**config.mk**
```make
export PLATFORM = sky130hd
export DESIGN_NAME = audio_channel_mix_matrix_flat
export DESIGN_NICKNAME = d
export VERILOG_FILES = /design/src/rtl/core/acm_pkg.sv /design/src/rtl/core/acm_ifs.sv /design/src/rtl/core/acm_csr.sv /design/src/rtl/core/acm_gain_mem.sv /design/src/rtl/core/acm_mac.sv /design/src/rtl/core/audio_channel_mix_matrix.sv /design/src/flat_wrapper.sv
export SDC_FILE = /design/constraint.sdc
export NUM_CORES = 2
export LEC_CHECK = 0
export BUFFER_PORTS_ARGS = -buffer_cell sky130_fd_sc_hd__buf_2
export CAP_MARGIN = 20
export CORE_ASPECT_RATIO = 1.25
export CORE_MARGIN = 1
export CORE_UTILIZATION = 45
export DETAILED_ROUTE_END_ITERATION = 10
export PLACE_DENSITY_LB_ADDON = 0.05
export SLEW_MARGIN = 20
export SYNTH_ARGS = -nofsm -noshare
export SYNTH_HDL_FRONTEND = slang
export SYNTH_SLANG_ARGS = --single-unit
export TNS_END_PERCENT = 30
```
**constraint.sdc**
```tcl
create_clock -name clock -period 8.8 [get_ports clock]
set_clock_uncertainty 0.05 [all_clocks]
set_input_delay 0.88 -clock clock [delete_from_list [all_inputs] [get_ports clock]]
set_output_delay 0.88 -clock clock [all_outputs]
set_load 0.02 [all_outputs]
```
**src/rtl/core/acm_pkg.sv**
```systemverilog
package acm_pkg;

   // Field and storage widths
   localparam int unsigned MAX_CHANNELS  = 8;
   localparam int unsigned CH_BITS       = $clog2(MAX_CHANNELS);
   localparam int unsigned CNT_BITS      = CH_BITS + 1;
   localparam int unsigned SAMPLE_BITS   = 16;
   localparam int unsigned COEF_BITS     = 16;
   localparam int unsigned COEF_FRAC     = 14;
   localparam int unsigned PROD_BITS     = SAMPLE_BITS + COEF_BITS;
   localparam int unsigned ACC_BITS      = PROD_BITS + CH_BITS;
   localparam int unsigned MEM_DEPTH     = MAX_CHANNELS * MAX_CHANNELS;
   localparam int unsigned MEM_ADDR_BITS = 2 * CH_BITS;

   // APB side
   localparam int unsigned CSR_DATA_BITS = 32;
   localparam int unsigned CSR_ADDR_BITS = 3;
   localparam logic [CNT_BITS-1:0] CNT_RESET = CNT_BITS'(2);

   // Register index, taken from paddr[2]
   localparam logic REG_IN_CHANNELS  = 1'b0;
   localparam logic REG_OUT_CHANNELS = 1'b1;

   // Command field codes
   localparam logic CMD_SAMPLE = 1'b0;
   localparam logic CMD_COEF   = 1'b1;

   typedef struct packed {
      logic [CNT_BITS-1:0] in_ch;
      logic [CNT_BITS-1:0] out_ch;
      logic                clear;
   } csr_cfg_type;

   typedef struct packed {
      logic               issue;
      logic [CH_BITS-1:0] idx;
      logic               clear;
      logic [CH_BITS-1:0] emit_idx;
   } mac_ctrl_type;

   typedef struct packed {
      logic                          busy;
      logic signed [SAMPLE_BITS-1:0] result;
   } mac_stat_type;

endpackage

```
**src/rtl/core/acm_ifs.sv**
```systemverilog
interface acm_req_if import acm_pkg::*; ();
   logic                          valid;
   logic                          ready;
   logic                          cmd;
   logic signed [SAMPLE_BITS-1:0] sample;
   logic [CH_BITS-1:0]            coef_row;
   logic [CH_BITS-1:0]            coef_col;
   logic signed [COEF_BITS-1:0]   coef_value;

   modport source (output valid, cmd, sample, coef_row, coef_col, coef_value, input ready);
   modport sink   (input valid, cmd, sample, coef_row, coef_col, coef_value, output ready);
endinterface

interface acm_rsp_if import acm_pkg::*; ();
   logic                          valid;
   logic                          ready;
   logic [CH_BITS-1:0]            out_channel;
   logic signed [SAMPLE_BITS-1:0] out_sample;
   logic                          last;

   modport source (output valid, out_channel, out_sample, last, input ready);
   modport sink   (input valid, out_channel, out_sample, last, output ready);
endinterface

```
**src/rtl/core/acm_csr.sv**
```systemverilog
module acm_csr import acm_pkg::*; (
   input  logic                     clock,
   input  logic                     reset,
   input  logic                     psel,
   input  logic                     penable,
   input  logic                     pwrite,
   input  logic [CSR_ADDR_BITS-1:0] paddr,
   input  logic [CSR_DATA_BITS-1:0] pwdata,
   output logic [CSR_DATA_BITS-1:0] prdata,
   output logic                     pready,
   output csr_cfg_type              cfg
);

   logic [CNT_BITS-1:0] in_ch_ff, in_ch_in;
   logic [CNT_BITS-1:0] out_ch_ff, out_ch_in;
   logic [CNT_BITS-1:0] wr_cnt;
   logic                wr_en;
   logic                reg_sel;
   logic                clear;

   // 0 acts as 1, anything above the max acts as the max
   function automatic logic [CNT_BITS-1:0] clamp_cnt(input logic [3:0] v);
      logic [CNT_BITS-1:0] r;
      if (v == 4'd0) begin
         r = CNT_BITS'(1);
      end else if (32'(v) > MAX_CHANNELS) begin
         r = CNT_BITS'(MAX_CHANNELS);
      end else begin
         r = CNT_BITS'(v);
      end
      return r;
   endfunction

   assign pready  = 1'b1;
   assign wr_en   = psel & penable & pwrite;
   assign reg_sel = paddr[CSR_ADDR_BITS-1];
   assign wr_cnt  = clamp_cnt(pwdata[3:0]);

   always_comb begin
      in_ch_in  = in_ch_ff;
      out_ch_in = out_ch_ff;
      clear     = 1'b0;
      if (wr_en) begin
         case (reg_sel)
            REG_IN_CHANNELS: begin
               if (wr_cnt != in_ch_ff) begin
                  in_ch_in = wr_cnt;
                  clear    = 1'b1;
               end
            end
            REG_OUT_CHANNELS: begin
               if (wr_cnt != out_ch_ff) begin
                  out_ch_in = wr_cnt;
                  clear     = 1'b1;
               end
            end
            default: begin
               clear = 1'b0;
            end
         endcase
      end
   end

   always_ff @(posedge clock) begin
      if (reset) begin
         in_ch_ff  <= CNT_RESET;
         out_ch_ff <= CNT_RESET;
      end else begin
         in_ch_ff  <= in_ch_in;
         out_ch_ff <= out_ch_in;
      end
   end

   assign prdata = (reg_sel == REG_OUT_CHANNELS) ? CSR_DATA_BITS'(out_ch_ff)
                                                 : CSR_DATA_BITS'(in_ch_ff);

   assign cfg.in_ch  = in_ch_ff;
   assign cfg.out_ch = out_ch_ff;
   assign cfg.clear  = clear;

endmodule

```
**src/rtl/core/acm_gain_mem.sv**
```systemverilog
module acm_gain_mem import acm_pkg::*; (
   input  logic                        clock,
   input  logic                        reset,
   input  logic                        clear,
   input  logic                        wr_en,
   input  logic [MEM_ADDR_BITS-1:0]    wr_addr,
   input  logic signed [COEF_BITS-1:0] wr_data,
   input  logic                        rd_en,
   input  logic [MEM_ADDR_BITS-1:0]    rd_addr,
   output logic signed [COEF_BITS-1:0] rd_data
);

   logic signed [COEF_BITS-1:0] gain_ff [MEM_DEPTH];
   logic [MEM_DEPTH-1:0]        valid_ff, valid_in;
   logic signed [COEF_BITS-1:0] rd_data_ff;
   logic                        rd_vld_ff;

   // valid bits stand in for the all-zero matrix
   always_comb begin
      valid_in = valid_ff;
      if (clear) begin
         valid_in = '0;
      end else if (wr_en) begin
         valid_in[wr_addr] = 1'b1;
      end
   end

   always_ff @(posedge clock) begin
      if (reset) begin
         valid_ff  <= '0;
         rd_vld_ff <= 1'b0;
      end else begin
         valid_ff <= valid_in;
         if (rd_en) begin
            rd_vld_ff <= valid_ff[rd_addr];
         end
      end
   end

   always_ff @(posedge clock) begin
      if (wr_en) begin
         gain_ff[wr_addr] <= wr_data;
      end
      if (rd_en) begin
         rd_data_ff <= gain_ff[rd_addr];
      end
   end

   assign rd_data = rd_vld_ff ? rd_data_ff : '0;

endmodule

```
**src/rtl/core/acm_mac.sv**
```systemverilog
module acm_mac import acm_pkg::*; (
   input  logic                          clock,
   input  logic                          reset,
   input  mac_ctrl_type                  ctrl,
   input  logic signed [SAMPLE_BITS-1:0] sample,
   input  logic signed [COEF_BITS-1:0]   coef,
   output mac_stat_type                  stat
);

   localparam int unsigned RND_BITS = ACC_BITS + 1;
   localparam logic signed [RND_BITS-1:0] RND_HALF = RND_BITS'(1) << (COEF_FRAC - 1);
   localparam logic signed [RND_BITS-1:0] SAT_HI =
      RND_BITS'(1) << (SAMPLE_BITS - 1 + COEF_FRAC);
   localparam logic signed [RND_BITS-1:0] SAT_LO = -SAT_HI;
   localparam logic signed [SAMPLE_BITS-1:0] SAMPLE_MAX = {1'b0, {(SAMPLE_BITS-1){1'b1}}};
   localparam logic signed [SAMPLE_BITS-1:0] SAMPLE_MIN = ~SAMPLE_MAX;

   logic                          s1_v_ff, s2_v_ff;
   logic [CH_BITS-1:0]            s1_idx_ff, s2_idx_ff;
   logic signed [PROD_BITS-1:0]   prod_ff, prod_in;
   logic signed [ACC_BITS-1:0]    acc_ff [MAX_CHANNELS];
   logic signed [RND_BITS-1:0]    rnd;
   logic signed [SAMPLE_BITS-1:0] result;

   assign prod_in = sample * coef;

   // stage 1 lines up with the gain read, stage 2 holds the product
   always_ff @(posedge clock) begin
      if (reset) begin
         s1_v_ff <= 1'b0;
         s2_v_ff <= 1'b0;
      end else begin
         s1_v_ff <= ctrl.issue;
         s2_v_ff <= s1_v_ff;
      end
   end

   always_ff @(posedge clock) begin
      s1_idx_ff <= ctrl.idx;
      s2_idx_ff <= s1_idx_ff;
      if (s1_v_ff) begin
         prod_ff <= prod_in;
      end
   end

   always_ff @(posedge clock) begin
      if (reset || ctrl.clear) begin
         for (int i = 0; i < MAX_CHANNELS; i++) begin
            acc_ff[i] <= '0;
         end
      end else if (s2_v_ff) begin
         acc_ff[s2_idx_ff] <= acc_ff[s2_idx_ff] + ACC_BITS'(prod_ff);
      end
   end

   // round half up, drop the fraction bits, saturate
   assign rnd = RND_BITS'(acc_ff[ctrl.emit_idx]) + RND_HALF;

   always_comb begin
      if (rnd >= SAT_HI) begin
         result = SAMPLE_MAX;
      end else if (rnd < SAT_LO) begin
         result = SAMPLE_MIN;
      end else begin
         result = rnd[COEF_FRAC +: SAMPLE_BITS];
      end
   end

   assign stat.result = result;
   assign stat.busy   = s1_v_ff | s2_v_ff;

endmodule

```
**src/rtl/core/audio_channel_mix_matrix.sv**
```systemverilog
// Audio channel mix matrix: one shared 16x16 multiply-accumulate walks the output channels.
// A sample word runs gain read, multiply and accumulate per output channel, then the pipeline
// drains; a coefficient word is taken while idle. On the last input channel of a frame it
// sends out_channels result words, one per cycle while rsp is taken, before it is ready again.
// Reset is synchronous, active high: gain matrix reads as zero (valid bits cleared),
// accumulators and position cleared, both channel counts at 2.
module audio_channel_mix_matrix import acm_pkg::*; (
   input  logic                     clock,
   input  logic                     reset,
   acm_req_if.sink                  req_chan,
   acm_rsp_if.source                rsp_chan,
   input  logic                     psel,
   input  logic                     penable,
   input  logic                     pwrite,
   input  logic [CSR_ADDR_BITS-1:0] paddr,
   input  logic [CSR_DATA_BITS-1:0] pwdata,
   output logic [CSR_DATA_BITS-1:0] prdata,
   output logic                     pready
);

   typedef enum logic [2:0] {
      S_IDLE = 3'b001,
      S_MAC  = 3'b010,
      S_EMIT = 3'b100
   } state_type;

   state_type                     state_ff, state_in;
   logic signed [SAMPLE_BITS-1:0] sample_ff, sample_in;
   logic [CH_BITS-1:0]            row_ff, row_in;
   logic [CH_BITS-1:0]            rd_idx_ff, rd_idx_in;
   logic                          issue_done_ff, issue_done_in;
   logic                          end_frame_ff, end_frame_in;
   logic [CH_BITS-1:0]            pos_ff, pos_in;
   logic [CH_BITS-1:0]            em_idx_ff, em_idx_in;
   logic                          rsp_valid_ff, rsp_valid_in;
   logic [CH_BITS-1:0]            out_channel_ff, out_channel_in;
   logic signed [SAMPLE_BITS-1:0] out_sample_ff, out_sample_in;
   logic                          last_ff, last_in;

   csr_cfg_type                   cfg;
   mac_ctrl_type                  mac_ctrl;
   mac_stat_type                  mac_stat;
   logic signed [COEF_BITS-1:0]   coef;
   logic [CNT_BITS-1:0]           in_m1, out_m1;
   logic                          req_take;
   logic                          coef_wr;
   logic                          issue;
   logic                          emit_load;
   logic                          emit_last;

   acm_csr u_csr (
      .clock   (clock),
      .reset   (reset),
      .psel    (psel),
      .penable (penable),
      .pwrite  (pwrite),
      .paddr   (paddr),
      .pwdata  (pwdata),
      .prdata  (prdata),
      .pready  (pready),
      .cfg     (cfg)
   );

   assign in_m1  = cfg.in_ch - CNT_BITS'(1);
   assign out_m1 = cfg.out_ch - CNT_BITS'(1);

   assign req_chan.ready = (state_ff == S_IDLE);
   assign req_take       = req_chan.valid & req_chan.ready;

   // coefficient words outside the active matrix are dropped
   assign coef_wr = req_take && (req_chan.cmd == CMD_COEF)
                    && ({1'b0, req_chan.coef_row} < cfg.in_ch)
                    && ({1'b0, req_chan.coef_col} < cfg.out_ch);

   // one gain read per cycle while output channels remain to be issued
   assign issue = (state_ff == S_MAC) && !issue_done_ff;

   // entry [row][col] lives at {row, col}
   acm_gain_mem u_gain_mem (
      .clock   (clock),
      .reset   (reset),
      .clear   (cfg.clear),
      .wr_en   (coef_wr),
      .wr_addr ({req_chan.coef_row, req_chan.coef_col}),
      .wr_data (req_chan.coef_value),
      .rd_en   (issue),
      .rd_addr ({row_ff, rd_idx_ff}),
      .rd_data (coef)
   );

   assign emit_load = (state_ff == S_EMIT) && (!rsp_valid_ff || rsp_chan.ready);
   assign emit_last = (em_idx_ff == out_m1[CH_BITS-1:0]);

   assign mac_ctrl.issue    = issue;
   assign mac_ctrl.idx      = rd_idx_ff;
   assign mac_ctrl.clear    = cfg.clear | (emit_load & emit_last);
   assign mac_ctrl.emit_idx = em_idx_ff;

   acm_mac u_mac (
      .clock  (clock),
      .reset  (reset),
      .ctrl   (mac_ctrl),
      .sample (sample_ff),
      .coef   (coef),
      .stat   (mac_stat)
   );

   // Sequencer
   always_comb begin
      state_in       = state_ff;
      sample_in      = sample_ff;
      row_in         = row_ff;
      rd_idx_in      = rd_idx_ff;
      issue_done_in  = issue_done_ff;
      end_frame_in   = end_frame_ff;
      pos_in         = pos_ff;
      em_idx_in      = em_idx_ff;
      rsp_valid_in   = rsp_valid_ff & ~rsp_chan.ready;
      out_channel_in = out_channel_ff;
      out_sample_in  = out_sample_ff;
      last_in        = last_ff;

      case (state_ff)
         S_IDLE: begin
            if (req_take && (req_chan.cmd == CMD_SAMPLE)) begin
               sample_in     = req_chan.sample;
               // position past the count uses the last row
               row_in        = ({1'b0, pos_ff} >= cfg.in_ch) ? in_m1[CH_BITS-1:0] : pos_ff;
               rd_idx_in     = '0;
               issue_done_in = 1'b0;
               end_frame_in  = (({1'b0, pos_ff} + CNT_BITS'(1)) >= cfg.in_ch);
               state_in      = S_MAC;
            end
         end
         S_MAC: begin
            if (issue) begin
               rd_idx_in = rd_idx_ff + CH_BITS'(1);
               if (rd_idx_ff == out_m1[CH_BITS-1:0]) begin
                  issue_done_in = 1'b1;
               end
            end
            // all products in the accumulators
            if (issue_done_ff && !mac_stat.busy) begin
               if (end_frame_ff) begin
                  em_idx_in = '0;
                  state_in  = S_EMIT;
               end else begin
                  pos_in   = pos_ff + CH_BITS'(1);
                  state_in = S_IDLE;
               end
            end
         end
         S_EMIT: begin
            if (emit_load) begin
               rsp_valid_in   = 1'b1;
               out_channel_in = em_idx_ff;
               out_sample_in  = mac_stat.result;
               last_in        = emit_last;
               if (emit_last) begin
                  pos_in   = '0;
                  state_in = S_IDLE;
               end else begin
                  em_idx_in = em_idx_ff + CH_BITS'(1);
               end
            end
         end
         default: begin
            state_in = S_IDLE;
         end
      endcase

      if (cfg.clear) begin
         pos_in = '0;
      end
   end

   always_ff @(posedge clock) begin
      if (reset) begin
         state_ff      <= S_IDLE;
         issue_done_ff <= 1'b0;
         end_frame_ff  <= 1'b0;
         pos_ff        <= '0;
         em_idx_ff     <= '0;
         rd_idx_ff     <= '0;
         rsp_valid_ff  <= 1'b0;
      end else begin
         state_ff      <= state_in;
         issue_done_ff <= issue_done_in;
         end_frame_ff  <= end_frame_in;
         pos_ff        <= pos_in;
         em_idx_ff     <= em_idx_in;
         rd_idx_ff     <= rd_idx_in;
         rsp_valid_ff  <= rsp_valid_in;
      end
   end

   always_ff @(posedge clock) begin
      sample_ff      <= sample_in;
      row_ff         <= row_in;
      out_channel_ff <= out_channel_in;
      out_sample_ff  <= out_sample_in;
      last_ff        <= last_in;
   end

   assign rsp_chan.valid       = rsp_valid_ff;
   assign rsp_chan.out_channel = out_channel_ff;
   assign rsp_chan.out_sample  = out_sample_ff;
   assign rsp_chan.last        = last_ff;

endmodule
```
**src/flat_wrapper.sv**
```systemverilog
// flat-port wrapper written by rule: the top's interface ports become plain ports
module audio_channel_mix_matrix_flat import acm_pkg::*;
  (clock, reset, psel, penable, pwrite, paddr, pwdata, prdata, pready, req_chan_valid, req_chan_cmd, req_chan_sample, req_chan_coef_row, req_chan_coef_col, req_chan_coef_value, req_chan_ready, rsp_chan_valid, rsp_chan_out_channel, rsp_chan_out_sample, rsp_chan_last, rsp_chan_ready);
  acm_req_if req_chan_i ();
  acm_rsp_if rsp_chan_i ();
  input  logic clock;
  input  logic reset;
  input  logic psel;
  input  logic penable;
  input  logic pwrite;
  input  logic [CSR_ADDR_BITS-1:0] paddr;
  input  logic [CSR_DATA_BITS-1:0] pwdata;
  output logic [CSR_DATA_BITS-1:0] prdata;
  output logic pready;
  input wire logic [$bits(req_chan_i.valid)-1:0] req_chan_valid;
  input wire logic [$bits(req_chan_i.cmd)-1:0] req_chan_cmd;
  input wire logic [$bits(req_chan_i.sample)-1:0] req_chan_sample;
  input wire logic [$bits(req_chan_i.coef_row)-1:0] req_chan_coef_row;
  input wire logic [$bits(req_chan_i.coef_col)-1:0] req_chan_coef_col;
  input wire logic [$bits(req_chan_i.coef_value)-1:0] req_chan_coef_value;
  output wire logic [$bits(req_chan_i.ready)-1:0] req_chan_ready;
  output wire logic [$bits(rsp_chan_i.valid)-1:0] rsp_chan_valid;
  output wire logic [$bits(rsp_chan_i.out_channel)-1:0] rsp_chan_out_channel;
  output wire logic [$bits(rsp_chan_i.out_sample)-1:0] rsp_chan_out_sample;
  output wire logic [$bits(rsp_chan_i.last)-1:0] rsp_chan_last;
  input wire logic [$bits(rsp_chan_i.ready)-1:0] rsp_chan_ready;
  assign req_chan_i.valid = req_chan_valid;
  assign req_chan_i.cmd = req_chan_cmd;
  assign req_chan_i.sample = req_chan_sample;
  assign req_chan_i.coef_row = req_chan_coef_row;
  assign req_chan_i.coef_col = req_chan_coef_col;
  assign req_chan_i.coef_value = req_chan_coef_value;
  assign req_chan_ready = req_chan_i.ready;
  assign rsp_chan_valid = rsp_chan_i.valid;
  assign rsp_chan_out_channel = rsp_chan_i.out_channel;
  assign rsp_chan_out_sample = rsp_chan_i.out_sample;
  assign rsp_chan_last = rsp_chan_i.last;
  assign rsp_chan_i.ready = rsp_chan_ready;
  audio_channel_mix_matrix u_core (.clock(clock), .reset(reset), .req_chan(req_chan_i), .rsp_chan(rsp_chan_i), .psel(psel), .penable(penable), .pwrite(pwrite), .paddr(paddr), .pwdata(pwdata), .prdata(prdata), .pready(pready));
endmodule
```
==> flow_summary_export.csv <==
group,metric,value,unit
route,routed_via_density,5.75,
run,drv_cap,0,
route,wl,191000,um
global_routing,antenna_found_initial,13,
route,dr.pass1.iters,6,
finish,stdcell_count,6715,
route,drtIter0Drc,2603,
route,wl_per_cell,28.5,um
finish,register_area,43800,um^2
sta,fin_tns_setup,0,ns
worst_setup_path,startpoint,"u_core.u_gain_mem.rd_vld_ff",
cts,cts_tree,"built",
worst_setup_path,worstPathMaxFanout,71,
sta,drv_slew,0,
route,ant_nets,0,
yosys,yosys.cell_types.count,90,
pwr,pwr-share-comb,3.2,%
route,num_vias,38641,
sta,max_freq,131,MHz
global_routing,grt_overflow,0,
finish,nNetsFinal,5011,
yosys,syn_inst,4415,
finish,drive_above_1_share,19.8,%
worst_setup_path,path_class,"reg -> reg",
cts,root_buffer,"clkbuf_16",
hold_path,min_to,"u_core.sample_ff[12]",
finish,fillerInstances,13177,
die,dieArea,160000,um^2
place,dpl_cell_area,74200,um^2
finish,design_area,79100,um^2
place,dpl.hpwl,119000,um
worst_setup_path,worstPathArrival,8.12,ns
pwr,power.leakage,28.0,nW
cts,cts_buffers,151,
sta,period_share,86.8,%
hold_path,min_from,"req_chan_sample[12]",
sta,finalCriticalPeriod,7.64,ns
pwr,p_per_area,186,nW/um^2
die,start_util,45.4,%
place,dp_cells,6431,
die,fp.coreArea,156000,um^2
pwr,p_switching,3.16,mW
yosys,ys_seq_area_share,61.5,%
yosys,synth_ff_type,"edfxtp_1",
worst_setup_path,cp_data_required_time,9.28,ns
die,rows,162,
finish,final_cell_mix,"1391 x edfxtp_1, 369 x mux4_2, 339 x nor2_1, 331 x inv_1, 263 x fa_1",
run_status,status,"finished clean",
cts,cts_sinks,1490,
global_routing,track_usage,24.4,%
sta,final_hold_viol_count,0,
cts,cts_hold_buf,0,
place,io_buffers,76,
worst_setup_path,cp-start-kind,"flop",
yosys,yosys_warnings,0,
pwr,irDropWorstVdd,210,uV
pwr,seq_power_share,53.4,%
finish,multi_input_area,25200,um^2
pwr,finalPower,14.7,mW
cts,clock_latency,0.79,ns
cts,path_clk_slew,0.06,ns
worst_setup_path,reg2reg_from,"u_core.u_gain_mem.rd_vld_ff",
die,num_io_pins,136,
pwr,p_clk_share,43.4,%
yosys,syn_area,71100,um^2
yosys,ys_ff_latch,1490,
place,place_congestion,0.845,
die,dieHeight,446,um
finish,area_growth,11.3,%
worst_setup_path,reg2regPathDepth,23,
sta,slew_headroom,29.0,%
global_routing,grt_max_degree,106,
sta,setup_viol,0,
sta,max_slew.worst_pin.slew,1.06,ns
yosys,synth_edf_count,1391,
cts,clk_path_buf_depth,3,
sta,rsz0062_at_grt,"no",
global_routing,grt_pass1_wl,278000,um
die,die_x,358,um
hold_path,hold_class,"in -> reg",
hold_path,min_path_cells,1,
cts,htree_levels,4,
worst_setup_path,crit_path_end_kind,"flop",
pwr,p_int,11.6,mW
yosys,synthArstFlopShare,0,%
cts,post_cts_buffers,0,
global_routing,grt_pass1_vias,40400,
route,drcViolationCount,0,
finish,mostFrequentLayoutCell,"edfxtp_1",
pwr,swShare,21.4,%
cts,ctsResizeCount,0,
worst_setup_path,r2r_setup_slack,1.16,ns
worst_setup_path,r2r_end,"u_core.u_mac.prod_ff[30]",
yosys,synth.avg_cell_area,16.1,um^2
## Yosys cell counts, types with 12 or more instances
master	count	area, um^2
mux4_2	369	8310
nor3_1	42	210
nor2b_1	12	75.1
buf_1	38	143
dfxtp_1	99	1980
nand3_1	40	200
o21ai_0	47	235
o21ai_2	12	105
inv_1	331	1240
ha_1	133	1660
and3_1	137	857
mux4_1	30	788
and2_1	12	75.1
a21o_1	29	218
o21a_1	71	533
buf_2	12	60.1
xnor2_1	52	455
edfxtp_1	1391	41800
mux2i_1	27	270
xor2_1	42	368
clkbuf_1	162	608
nand4_1	43	269
buf_4	31	233
nand2_1	200	751
a22oi_1	141	1060
a21oi_1	76	380
nor2_1	406	1520
fa_1	263	5270
## critical path, stage by stage (launching register included)
cell and delay (ns):
dfxtp_4 0.63, buf_4 0.56, and2_1 0.48, nand2_1 0.14, fa_1 0.58, inv_1 0.07, fa_1 0.55, fa_1 0.45
fa_1 0.49, fa_1 0.50, inv_1 0.05, fa_1 0.48, inv_1 0.05, ha_1 0.32, a21oi_1 0.14, o21ai_0 0.13
a21oi_1 0.14, nor3b_1 0.06, a41oi_1 0.32, a311oi_1 0.21, or3_1 0.43, a31o_2 0.24, a21oi_1 0.17, xnor2_1 0.08
## sequential cells by signal, indices dropped and copies added, names as in the netlist, 3 cells and up, named ones only
| name | cells |
|---|---|
| u_core.u_gain_mem.gain_ff | 1024 |
| u_core.u_mac.acc_ff | 280 |
| u_core.u_gain_mem.valid_ff | 64 |
| u_core.u_mac.prod_ff | 32 |
| u_core.rsp_chan.out_sample | 16 |
| u_core.sample_ff | 16 |
| u_core.u_gain_mem.rd_data_ff | 16 |
| u_core.u_csr.in_ch_ff | 4 |
| u_core.u_csr.out_ch_ff | 4 |
| u_core.em_idx_ff | 3 |
| u_core.pos_ff | 3 |
| u_core.rd_idx_ff | 3 |
| u_core.row_ff | 3 |
| u_core.rsp_chan.out_channel | 3 |
| u_core.state_ff | 3 |
| u_core.u_mac.s1_idx_ff | 3 |
| u_core.u_mac.s2_idx_ff | 3 |
## how the worst max path moves through the flow
stage,end,cells after the start
2_1_floorplan,u_core.u_mac.prod_ff[30],25
3_3_place_gp,u_core.u_mac.prod_ff[30],23
3_5_place_dp,u_core.u_mac.prod_ff[30],23
4_1_cts,u_core.u_mac.prod_ff[30],23
5_1_grt,u_core.u_mac.prod_ff[31],23
6_report,u_core.u_mac.prod_ff[30],23
## final cells by class
type,instances,share of cell area (%)
diodes,5,0.0158
clock buffers,194,5.14
clock inverters,85,1.06
inverters,332,1.58
multi-input cells,2364,31.9
flip-flops and latches,1490,55.3
well taps,2050,3.24
repair buffers,195,1.75
## layer usage
layer / vias to the layer above / global-route usage [%] / part of all wire [%]
met2: 841 / 44.5 / 54
li1: 16937 / - / -
met1: 20578 / 29.5 / 39
met5: - / 0 / 0.058
met3: 267 / 3.75 / 4.2
met4: 18 / 7.41 / 2.9
## cells by family (layout without fill, tap and decap cells)
group                      after synthesis  after routing  share of synthesized area, %
buffers and inverters                  588            806                          3.46
adders and majority gates              396            396                          9.75
xor gates and xnor gates                94             94                          1.16
and+or+nand+nor                        960            960                          6.30
DFF                                   1490           1490                          61.5
AOI/OAI and AO/OA                      449            449                          4.42
other                                    2             34                        0.0106
muxes                                  436            436                          13.4
## power by group through the flow
stage	clock network [mW]	registers, mW	logic (mW)
finish	6.40	7.86	0.472
global route	6.79	7.87	0.506
CTS	6.53	7.86	0.475
detailed placement	0	8.01	0.474
global placement	0	8.01	0.465
floorplan	0	7.99	0.264
## metrics by stage
step / hold WS [ns] / setup slack (ns) / util [%]
2_1_floorplan: 0.260 / 2.26 / -
3_3_place_gp: 0.260 / 1.30 / 47.4
3_5_place_dp: 0.262 / 1.23 / 47.4
4_1_cts: 0.183 / 1.20 / 50.5
5_1_grt: 0.202 / 0.681 / 50.6
6_report: 0.245 / 1.16 / 50.6
(Power assumes the default switching activity.)
